## config.mk

```make
export PLATFORM = sky130hd
export DESIGN_NAME = csv_byte_tokenizer_top
export DESIGN_NICKNAME = d
export VERILOG_FILES = /design/src/hdl/csvt_pkg.sv /design/src/hdl/csvt_step.sv /design/src/hdl/csvt_outq.sv /design/src/hdl/csv_byte_tokenizer_top.sv
export SDC_FILE = /design/constraint.sdc
export NUM_CORES = 1
export LEC_CHECK = 0
export BUFFER_PORTS_ARGS = -buffer_cell sky130_fd_sc_hd__buf_2
export CAP_MARGIN = 25
export CORE_MARGIN = 3
export CORE_UTILIZATION = 40
export CTS_CLUSTER_DIAMETER = 60
export DETAILED_ROUTE_END_ITERATION = 8
export GPL_TIMING_DRIVEN = 0
export PLACE_DENSITY = 0.69
export SYNTH_ARGS = -nofsm -noshare
export SYNTH_HDL_FRONTEND = slang
export SYNTH_HIERARCHICAL = 1
export SYNTH_SLANG_ARGS = --single-unit
export TNS_END_PERCENT = 30
```

## constraint.sdc

```tcl
create_clock -name clk -period 3.4 [get_ports clk]
set_input_delay 0.68 -clock clk [delete_from_list [all_inputs] [get_ports clk]]
set_output_delay 0.68 -clock clk [all_outputs]
set_load 0.01 [all_outputs]
```

## src/hdl/csvt_pkg.sv

```systemverilog
// Package for the CSV byte tokenizer.
// Holds the character constants, the result kind codes, the result structs and the output queue status struct.
// No dependencies.
package csvt_pkg;

	localparam logic [7:0] CH_QUOTE   = 8'h22;
	localparam logic [7:0] CH_NEWLINE = 8'h0A;
	localparam logic [7:0] SEP_RESET  = 8'd44;

	typedef enum logic [1:0] {
		K_BYTE       = 2'd0,
		K_FIELD_END  = 2'd1,
		K_RECORD_END = 2'd2
	} kind_t;

	typedef struct packed {
		kind_t      kind;
		logic [7:0] data_byte;
		logic       run_last;
	} result_t;

	typedef struct packed {
		logic [1:0] count;
		result_t    r0;
		result_t    r1;
	} step_out_t;

	typedef struct packed {
		logic can_load;
		logic pend_vld;
	} outq_status_t;

endpackage

```

## src/hdl/csvt_step.sv

```systemverilog
// Per-byte tokenizer step: parse mode register and the decode of one byte into
// zero, one or two results. Depends on csvt_pkg.
module csvt_step (
	input  logic                clk,
	input  logic                arst_n,
	input  logic                adv,
	input  logic [7:0]          ch,
	input  logic                fin,
	input  logic [7:0]          sep,
	output csvt_pkg::step_out_t res
);

	typedef enum logic [2:0] {
		M_LINE_START  = 3'd0,
		M_FIELD_START = 3'd1,
		M_PLAIN       = 3'd2,
		M_QUOTED      = 3'd3,
		M_QUOTE_SEEN  = 3'd4
	} mode_t;

	mode_t                 mode_q;
	mode_t                 mode_mid;
	mode_t                 mode_nxt;
	logic                  has0;
	csvt_pkg::kind_t       kind0;
	logic                  fin_end;
	logic                  is_quote;
	logic                  is_sep;
	csvt_pkg::result_t     rec_end;
	csvt_pkg::result_t     chr_res;

	assign is_quote = (ch == csvt_pkg::CH_QUOTE);
	assign is_sep   = (ch == sep);

	always_comb begin
		has0     = 1'b0;
		kind0    = csvt_pkg::K_BYTE;
		mode_mid = mode_q;
		if (ch == csvt_pkg::CH_NEWLINE) begin
			has0     = (mode_q != M_LINE_START);
			kind0    = csvt_pkg::K_RECORD_END;
			mode_mid = M_LINE_START;
		end else begin
			unique case (mode_q)
				M_LINE_START, M_FIELD_START: begin
					if (is_quote) begin
						mode_mid = M_QUOTED;
					end else if (is_sep) begin
						has0     = 1'b1;
						kind0    = csvt_pkg::K_FIELD_END;
						mode_mid = M_FIELD_START;
					end else begin
						has0     = 1'b1;
						mode_mid = M_PLAIN;
					end
				end
				M_QUOTED: begin
					if (is_quote) begin
						mode_mid = M_QUOTE_SEEN;
					end else begin
						has0 = 1'b1;
					end
				end
				M_QUOTE_SEEN: begin
					if (is_quote) begin
						has0     = 1'b1;
						mode_mid = M_QUOTED;
					end else if (is_sep) begin
						has0     = 1'b1;
						kind0    = csvt_pkg::K_FIELD_END;
						mode_mid = M_FIELD_START;
					end else begin
						has0     = 1'b1;
						mode_mid = M_PLAIN;
					end
				end
				default: begin
					if (is_sep) begin
						has0     = 1'b1;
						kind0    = csvt_pkg::K_FIELD_END;
						mode_mid = M_FIELD_START;
					end else begin
						has0     = 1'b1;
						mode_mid = M_PLAIN;
					end
				end
			endcase
		end
	end

	assign fin_end  = fin && (mode_mid != M_LINE_START);
	assign mode_nxt = fin_end ? M_LINE_START : mode_mid;

	always_comb begin
		rec_end.kind      = csvt_pkg::K_RECORD_END;
		rec_end.data_byte = 8'd0;
		rec_end.run_last  = 1'b1;
		chr_res.kind      = kind0;
		chr_res.data_byte = (kind0 == csvt_pkg::K_BYTE) ? ch : 8'd0;
		chr_res.run_last  = !fin_end;
		res.count = {1'b0, has0} + {1'b0, fin_end};
		res.r0    = has0 ? chr_res : rec_end;
		res.r1    = rec_end;
	end

	always_ff @(posedge clk or negedge arst_n) begin
		if (!arst_n) begin
			mode_q <= M_LINE_START;
		end else if (adv) begin
			mode_q <= mode_nxt;
		end
	end

endmodule

```

## src/hdl/csvt_outq.sv

```systemverilog
// Output register with one spare slot for the second result of a byte.
// Depends on csvt_pkg.
module csvt_outq (
	input  logic                   clk,
	input  logic                   arst_n,
	input  logic                   load,
	input  csvt_pkg::step_out_t    res,
	input  logic                   ready,
	output logic                   valid,
	output csvt_pkg::result_t      head,
	output csvt_pkg::outq_status_t status
);

	csvt_pkg::result_t out_q;
	csvt_pkg::result_t pend_q;
	logic              out_vld_q;
	logic              pend_vld_q;
	logic              load_any;

	assign load_any        = load && (res.count != 2'd0);
	assign status.can_load = !pend_vld_q && (!out_vld_q || ready);
	assign status.pend_vld = pend_vld_q;
	assign valid           = out_vld_q;
	assign head            = out_q;

	always_ff @(posedge clk or negedge arst_n) begin
		if (!arst_n) begin
			out_vld_q  <= 1'b0;
			pend_vld_q <= 1'b0;
		end else if (load_any) begin
			out_vld_q  <= 1'b1;
			pend_vld_q <= (res.count == 2'd2);
		end else if (load) begin
			out_vld_q <= 1'b0;
		end else if (out_vld_q && ready) begin
			out_vld_q  <= pend_vld_q;
			pend_vld_q <= 1'b0;
		end
	end

	always_ff @(posedge clk) begin
		if (load_any) begin
			out_q  <= res.r0;
			pend_q <= res.r1;
		end else if (out_vld_q && ready && pend_vld_q) begin
			out_q <= pend_q;
		end
	end

endmodule

```

## src/hdl/csv_byte_tokenizer_top.sv

```systemverilog
// Top level of the CSV byte tokenizer: input stage, separator register,
// step decode and output queue. Depends on csvt_pkg, csvt_step, csvt_outq.
//
//  channel  | dir | handshake         | payload
//  ---------+-----+-------------------+--------------------------------------
//  s_*      | in  | s_tvalid/s_tready | s_tdata = ch, s_tlast = is_final
//  m_*      | out | m_tvalid/m_tready | m_tdata = data_byte, m_tuser = kind,
//           |     |                   | m_tlast = run_last
//  cfg_*    | in  | cfg_valid/ready   | cfg_data = separator
//
// One byte per cycle while the output queue can load; a byte enters the input
// stage and is decoded against the mode register; its results load the queue.
// A byte with two results holds the input stage for one extra output beat.
// Reset clears the mode to line start and the separator to ','.
// A stalled output holds up to two results, then back-pressures the input.
module csv_byte_tokenizer_top (
	input  logic       clk,
	input  logic       arst_n,
	input  logic       s_tvalid,
	output logic       s_tready,
	input  logic [7:0] s_tdata,   // [7:0] ch
	input  logic       s_tlast,
	output logic       m_tvalid,
	input  logic       m_tready,
	output logic [7:0] m_tdata,   // [7:0] data_byte
	output logic [1:0] m_tuser,   // [1:0] kind
	output logic       m_tlast,
	input  logic       cfg_valid,
	output logic       cfg_ready,
	input  logic [7:0] cfg_data
);

	logic                   vld_s1;
	logic [7:0]             ch_s1;
	logic                   fin_s1;
	logic [7:0]             sep_q;
	logic                   adv;
	csvt_pkg::step_out_t    res;
	csvt_pkg::result_t      head;
	csvt_pkg::outq_status_t oq_st;

	assign cfg_ready = 1'b1;
	assign adv       = vld_s1 && oq_st.can_load;
	assign s_tready  = !vld_s1 || adv;

	always_ff @(posedge clk or negedge arst_n) begin
		if (!arst_n) begin
			vld_s1 <= 1'b0;
			sep_q  <= csvt_pkg::SEP_RESET;
		end else begin
			if (s_tready) begin
				vld_s1 <= s_tvalid;
			end
			if (cfg_valid && cfg_ready) begin
				sep_q <= cfg_data;
			end
		end
	end

	always_ff @(posedge clk) begin
		if (s_tvalid && s_tready) begin
			ch_s1  <= s_tdata;
			fin_s1 <= s_tlast;
		end
	end

	csvt_step u_step (
		.clk    (clk),
		.arst_n (arst_n),
		.adv    (adv),
		.ch     (ch_s1),
		.fin    (fin_s1),
		.sep    (sep_q),
		.res    (res)
	);

	csvt_outq u_outq (
		.clk    (clk),
		.arst_n (arst_n),
		.load   (adv),
		.res    (res),
		.ready  (m_tready),
		.valid  (m_tvalid),
		.head   (head),
		.status (oq_st)
	);

	assign m_tdata = head.data_byte;
	assign m_tuser = head.kind;
	assign m_tlast = head.run_last;

`ifndef ASSERT_OFF
	a_spare_needs_head: assert property (@(posedge clk) disable iff (!arst_n)
		oq_st.pend_vld |-> m_tvalid)
		else $error("spare result held without a head result");

	a_marker_zero: assert property (@(posedge clk) disable iff (!arst_n)
		(m_tvalid && (m_tuser != csvt_pkg::K_BYTE)) |-> (m_tdata == 8'd0))
		else $error("marker beat carries nonzero data");

	a_no_invented: assert property (@(posedge clk) disable iff (!arst_n)
		(!m_tvalid && !vld_s1) |=> !m_tvalid)
		else $error("result beat appeared without an input byte");

	a_spare_is_last: assert property (@(posedge clk) disable iff (!arst_n)
		(m_tvalid && oq_st.pend_vld) |-> !m_tlast)
		else $error("first of two results flagged last");
`endif

endmodule

```

==> run metrics, run 1 <==
Layout Area Growth over Synthesis=17.0%; fin area=0.00255 mm2; standard-cell rows=26; relative slew slack=0.657; number of global-route vias before repair=1215; n_diodes=0; GRT Total Usage=0.118; cell total after placement=265; Leak=between 1 and 1.5 nW; WP data arrival=~3.1 ns; WL final=3.45 mm; Worst-path clk slew=0.08 ns; total die area=between 0.006 and 0.007 mm2; share of cells above drive strength 1=0.414; power per standard cell area=between 600 and 700 mW/mm2; Max Cap Viol=0; type of the worst setup path=reg2reg; Die Y=79.8 um; dpl cell area=0.00247 mm2; final setup fails=0; CTS Buffer Depth=2; clk sinks=between 40 and 50; Tightest Hold Check Type=in2async; vias post-DR=1222; crit path time final=3.16 ns; reg-to-reg setup timing slack=0.24 ns; WL/cell=12.6 um; Peak VDD IR=between 0.3 and 0.4 mV; nets=226; H-tree depth=2; status=completed; # DRC=0; final critical-path share of the clock period=0.931; CTS tree=built; Worst Clk Skew=0.00702 ns; crit-path max FO=11; Port Buffers=33; Vias/cell=4.48; Initial Utilization=0.419; core area=roughly 0.0052 mm2; FMAX=~320 MHz; Final Wtd Congestion=~0.74; die width=79.8 um; Root Driver=clkbuf_8; drt first pass iters=4; Syn. warnings=6; required time of the critical path=3.33 ns; Slew Viols, Final=0; total grt overflow=0; DRT iter0 DRCs=26; crit end category=flop; Cells after Synth=153; Final Hold Vio Count=0; Startpoint Class=flop; Cell Area, Synth=0.00218 mm2; initial antenna violation count=0; Mapped Avg Cell Area=14.3 um2; Final HPWL DP=2.58 mm; Min Hold Slack=0.285 ns; Finished Layout Cells=273; first-pass GRT wire length=around 5.7 mm; sum of negative setup slack=0 ns; largest net degree at the start of global routing=15; Pwr Total=1.69 mW; CTS Buf Count=5; fill cell count=468; Routed Antenna Nets=0; worst-skew pair later-pin latency=roughly 0.29 ns; boundary pin count=36; unrepaired setup endpoints after global routing=false; slew of the pin with the lowest slew margin=0.513 ns
==> path summary, 6_finish.rpt <==
kind | endpoint | from | cells after the start
min | sep_q[7] | arst_n | 1
max in group asynchronous | sep_q[2] | arst_n | 1
max | u_outq/head[1] | ch_s1[4] | 8
min in group clk | vld_s1 | vld_s1 | 2
min reg2reg | vld_s1 | vld_s1 | 2
max reg2reg | u_outq/head[1] | ch_s1[4] | 8
==> layer usage <==
layer / vias to the layer above / track usage / wire, um
li1: 621 / - / -
met4: 0 / 0.0405 / 20
met3: 2 / 0.0339 / 108
met2: 20 / 0.199 / 1760
met1: 579 / 0.146 / 1560
met5: - / 0 / 0
==> critical path, stage by stage, from the launching register on <==
cell and delay (ns):
edfxtp_1 0.45, nor4b_2 0.36, nand2_1 0.23, nor3_1 0.49
inv_1 0.15, ha_1 0.36, o21ai_4 0.22, buf_6 0.20
nand2_1 0.33
==> layout make-up <==
class | count | area [um2] | area share
Clock inverter | 2 | 10.0 | 0.00392
Inverter | 6 | 22.5 | 0.00882
Tap cell | 70 | 87.6 | 0.0343
Clock buffer | 6 | 72.6 | 0.0284
Timing Repair Buffer | 33 | 165 | 0.0647
Buffer | 15 | 118 | 0.0461
Multi-Input combinational cell | 96 | 792 | 0.310
Sequential cell | 45 | 1280 | 0.503
==> cells in the final DEF, fill, tap and decap left out, types with 2 or more instances in the layout <==
master    instances
buf_4            12
nor3b_1           3
edfxtp_1         31
and2_1            2
nor2b_1           7
buf_6             2
clkbuf_8          5
nand2_1           6
mux2_2            5
nor2_1            3
a21oi_1           3
clkinv_2          2
dfstp_2           3
mux2_4           15
ha_1              2
conb_1           12
xor2_1            8
nor4_1            2
dfrtp_1          11
inv_1             6
buf_2            34
nand2b_1          5
nor3_1            2
o22ai_1           2
nor4b_2           3
==> through the flow <==
step	setup WS (ns)	util
after floorplan	0.799	-
after global placement	0.351	0.474
after detailed placement	0.286	0.474
after CTS	0.271	0.490
after global routing	0.0241	0.490
final	0.236	0.490
==> report_power, final <==
part	internal (mW)	switching (mW)	leakage (nW)
clock	0.143	0.169	0.0450
combinational	0.257	0.262	0.605
sequential	0.784	0.0739	0.461
==> what timing repair did <==
| item | in CTS | in global routing |
|---|---|---|
| endpoints found under the setup margin | 0 | 6 |
| hold buffers | 0 | 0 |
| setup buffers | 0 | 0 |
| gates resized for setup | 0 | 1 |
==> registers in the layout, indices dropped and copies added (netlist names) <==
register,flops
u_outq/head,11
u_outq/pend_q,11
ch_s1,8
sep_q,8
u_step/mode_q,3
fin_s1,1
u_outq/pend_vld_q,1
u_outq/valid,1
vld_s1,1
(Power assumes the default switching activity.)
==> inputs of run 2 (changes only) <==
clock period = 2.95 ns   (was 3.4 ns; I/O delays follow)
==> run 2 against run 1 <==
Power rose by 16%. First-iteration DRC count is 7.7% lower. Setup slack worse by 0.047 ns. Critical path type unchanged. Wire length up 0.29%. Sequential share of layout area is 0.46 points lower. Die area stayed put. Clock power up 15%. Critical path depth did not move. Register-to-register slack lost 0.05 ns. Final cell count unchanged. Worst hold slack got worse by 0.089 ns. Maximum frequency is 15% higher.
==> run metrics, run 2 (synthesis gave the netlist of run 1 again) <==
status=completed; total die area=0.00637 mm2; DRT iter0 DRCs=24; drt first pass iters=4; fin area=0.00258 mm2; CTS Buf Count=5; required time of the critical path=between 2 and 3 ns; vias post-DR=1225; Leak=1.12 nW; Port Buffers=33; Finished Layout Cells=273; setup ws final=0.188 ns; Vias/cell=4.49; Max Cap Viol=0; core area=0.00520 mm2; most frequent cells in the layout=buf_2, edfxtp_1, mux2_4; crit-path max FO=10; Peak VDD IR=0.368 mV; Pwr Total=between 1.5 and 2 mW; nets=226; initial antenna violation count=0; die width=approximately 80 um; Root Driver=clkbuf_8; Final HPWL DP=~2.6 mm; crit end category=flop; type of the worst setup path=reg2reg; Slew Viols, Final=0; WL/cell=12.7 um; number of global-route vias before repair=between 1000 and 1500; worst-skew pair later-pin latency=0.29 ns; final setup fails=0; dpl cell area=between 0.002 and 0.0025 mm2; Die Y=79.8 um; FMAX=roughly 360 MHz; most common cell after layout, fill and taps aside=buf_2; H-tree depth=2; final critical-path share of the clock period=0.936; Tightest Hold Check Type=in2async; Startpoint Class=flop; Final Hold Vio Count=0; crit path time final=2.76 ns; WP data arrival=2.80 ns; reg-to-reg setup timing slack=around 0.19 ns; Final Wtd Congestion=0.741; Initial Utilization=0.419; n_diodes=0; power per standard cell area=758 mW/mm2; boundary pin count=36; CTS Buffer Depth=2; Worst Clk Skew=~0.0069 ns; GRT Total Usage=0.119; Util after Layout=0.495; first-pass GRT wire length=between 5 and 6 mm; unrepaired setup endpoints after global routing=false; standard-cell rows=26; Layout Area Growth over Synthesis=18.1%; setup bufs post-CTS=0; WL final=3.46 mm; cell total after placement=265; largest net degree at the start of global routing=15; Place WS=-0.164 ns; CTS tree=built; sum of negative setup slack=0 ns; share of cells above drive strength 1=0.429; # DRC=0; clk sinks=45; Worst-path clk slew=around 0.080 ns; Routed Antenna Nets=0; Min Hold Slack=a little under 0.2 ns; total grt overflow=0
[run 2: changes by cell type in the layout (fill, tap and decap cells not counted)]
| cell | before | now |
|---|---|---|
| nor3_1 | 2 | 1 |
| nand2_2 | 0 | 2 |
| nor4b_2 | 3 | 2 |
| nor4b_4 | 0 | 1 |
| nand2_1 | 6 | 4 |
| nor2_4 | 0 | 1 |
| nor2_2 | 1 | 0 |
| nor3_2 | 0 | 1 |
[run 2: per-layer routing]
layer | wire length [um] | vias to the layer above | global-route usage
li1 | - | 619 | -
met1 | 1540 | 577 | 0.146
met2 | 1780 | 27 | 0.199
met3 | 123 | 2 | 0.0339
met4 | 20 | 0 | 0.0405
met5 | 0 | - | 0
[run 2: power by group]
part,switching (mW),internal (mW)
combinational,0.305,0.299
sequential,0.0890,0.903
clock,0.194,0.164
[run 2: worst max-delay path, stage by stage (launching register included)]
cell and delay, ns:
edfxtp_1 0.47, nor4b_4 0.35, nand2_2 0.18, nor3_2 0.31
inv_1 0.12, ha_1 0.35, o21ai_4 0.22, buf_6 0.21
mux2_4 0.31
[run 2: final timing paths]
path	from	endpoint	cells past startpoint
worst max register to register	ch_s1[4]	u_outq/head[4]	8
min in group clk	s_tdata[4]	ch_s1[4]	1
worst max-delay path	ch_s1[4]	u_outq/head[4]	8
worst min register to register	vld_s1	vld_s1	2
worst min-delay path	arst_n	sep_q[7]	1
max in group asynchronous	arst_n	sep_q[2]	1
[run 2: what timing repair did]
action	in CTS	in global routing
setup endpoints to repair	29	29
hold endpoints to repair	0	0
hold buffers	0	0
resized for setup	3	3
[run 2: cell type report]
class	instances	area, um2
sequential	45	1280
multi-input combinational	96	816
timing repair buffer	33	165
inverter	6	22.5
tap	70	87.6
clock buffer	6	72.6
fill	466	2630
buffer	15	118
clock inverter	2	10.0
==> inputs of run 3 (changes only) <==
CTS_CLUSTER_DIAMETER = 80   (was 60)
REMOVE_ABC_BUFFERS = 1   (was not set)
==> run 3 against run 2 <==
Final cell count is 4.0% lower. Sequential power is 0.4% higher. Clock-buffer cell count is 1 lower. Sequential cell count stayed put. Critical path type unchanged.
==> run metrics, run 3 (synthesis gave the netlist of run 1 again) <==
largest net degree at the start of global routing=15; H-tree depth=2; most common cell after layout, fill and taps aside=buf_2; CTS tree=built; WL final=3.62 mm; Final Hold Vio Count=0; core area=0.00520 mm2; Tightest Hold Check Type=in2async; worst-skew pair later-pin latency=0.29 ns; n_diodes=0; type of the worst setup path=reg2reg; nets=215; Min Hold Slack=0.184 ns; sum of negative setup slack=0 ns; crit path time final=about 2.7 ns; DRT iter0 DRCs=26; Port Buffers=34; first-pass GRT wire length=a little over 6 mm; Worst Clk Skew=0.00731 ns; Slew Viols, Final=0; CTS Buf Count=5; total die area=0.00637 mm2; power per standard cell area=~840 mW/mm2; WP data arrival=roughly 2.8 ns; Routed Antenna Nets=0; Root Driver=clkbuf_8; total grt overflow=0; number of global-route vias before repair=~1300; Final Wtd Congestion=0.723; Worst-path clk slew=~0.080 ns; FMAX=368 MHz; WL/cell=13.8 um; Startpoint Class=flop; Layout Area Growth over Synthesis=17.2%; Peak VDD IR=a little under 0.4 mV; Max Cap Viol=0; final setup fails=0; clk sinks=45; Final HPWL DP=2.68 mm; # DRC=0; initial antenna violation count=0; boundary pin count=36; GRT Total Usage=0.127; drt first pass iters=4; most frequent cells in the layout=buf_2, edfxtp_1, mux2_4; crit end category=flop; Initial Utilization=0.419; crit-path max FO=6; Worst R2R Start=ch_s1[4]; status=completed; unrepaired setup endpoints after global routing=false; worst reg2reg path endpoint=u_outq/head[8]; vias post-DR=1192; Leak=1.08 nW; reg-to-reg setup timing slack=0.23 ns; standard-cell rows=26; Die Y=around 80 um; required time of the critical path=3.00 ns; reg2reg path depth=8; die width=79.8 um; Pwr Total=2.16 mW; share of cells above drive strength 1=0.401; CTS Buffer Depth=2; Vias/cell=4.55; Hold Buf Count CTS=0; final critical-path share of the clock period=0.922
==> run 3: what timing repair did <==
action / 4_1_cts / 5_1_grt
hold endpoints to repair: 0 / 0
pin swaps: 1 / 0
buffers inserted: 3 / 0
setup endpoints to repair: 33 / 33
gates resized for setup: 1 / 6
==> run 3: report_power, final <==
part	switching, mW	total [mW]	internal, mW	leakage, nW
registers	0.0934	0.996	0.903	0.461
logic	0.314	0.627	0.313	0.555
clock network	0.199	0.535	0.336	0.0681
==> run 3: worst max path at each step <==
stage / from / end / cells after the start
after floorplan: ch_s1[4] / u_outq/head[0] / 7
after global placement: ch_s1[4] / u_outq/head[3] / 7
final: ch_s1[4] / u_outq/head[8] / 8
after CTS: ch_s1[4] / u_outq/head[9] / 8
after detailed placement: ch_s1[4] / u_outq/head[3] / 7
after global routing: ch_s1[4] / u_outq/head[10] / 8
==> run 3: final cells by class <==
class | count | area, um2
multi-input cells | 96 | 822
repair buffers | 37 | 205
clock buffers | 5 | 68.8
well taps | 70 | 87.6
inverters | 6 | 22.5
fillers | 472 | 2650
flip-flops and latches | 45 | 1280
clock inverters | 3 | 65.1
==> run 3: metrics by stage <==
stage                      util  worst slack [ns]  cells  instance area [um2]
after floorplan               -             0.233    147                 2100
after global placement    0.452            -0.262    251                 2350
after detailed placement  0.452            -0.322    251                 2350
after CTS                 0.485           -0.0152    262                 2530
after global routing      0.491            0.0664    262                 2560
final                     0.491             0.231    262                 2560
==> run 3: critical path, stage by stage, from the launching register on <==
cell and delay [ns]:
edfxtp_1 0.47, nor4b_4 0.36, nand2_2 0.19, nor3_4 0.28
inv_1 0.10, ha_1 0.35, o21ai_4 0.23, buf_4 0.17
mux2_2 0.33
==> run 3: layer usage <==
layer | part of all wire | track usage
met5 | 0 | 0
met4 | 0.0041 | 0.0355
met1 | 0.42 | 0.151
met3 | 0.044 | 0.0316
met2 | 0.54 | 0.225
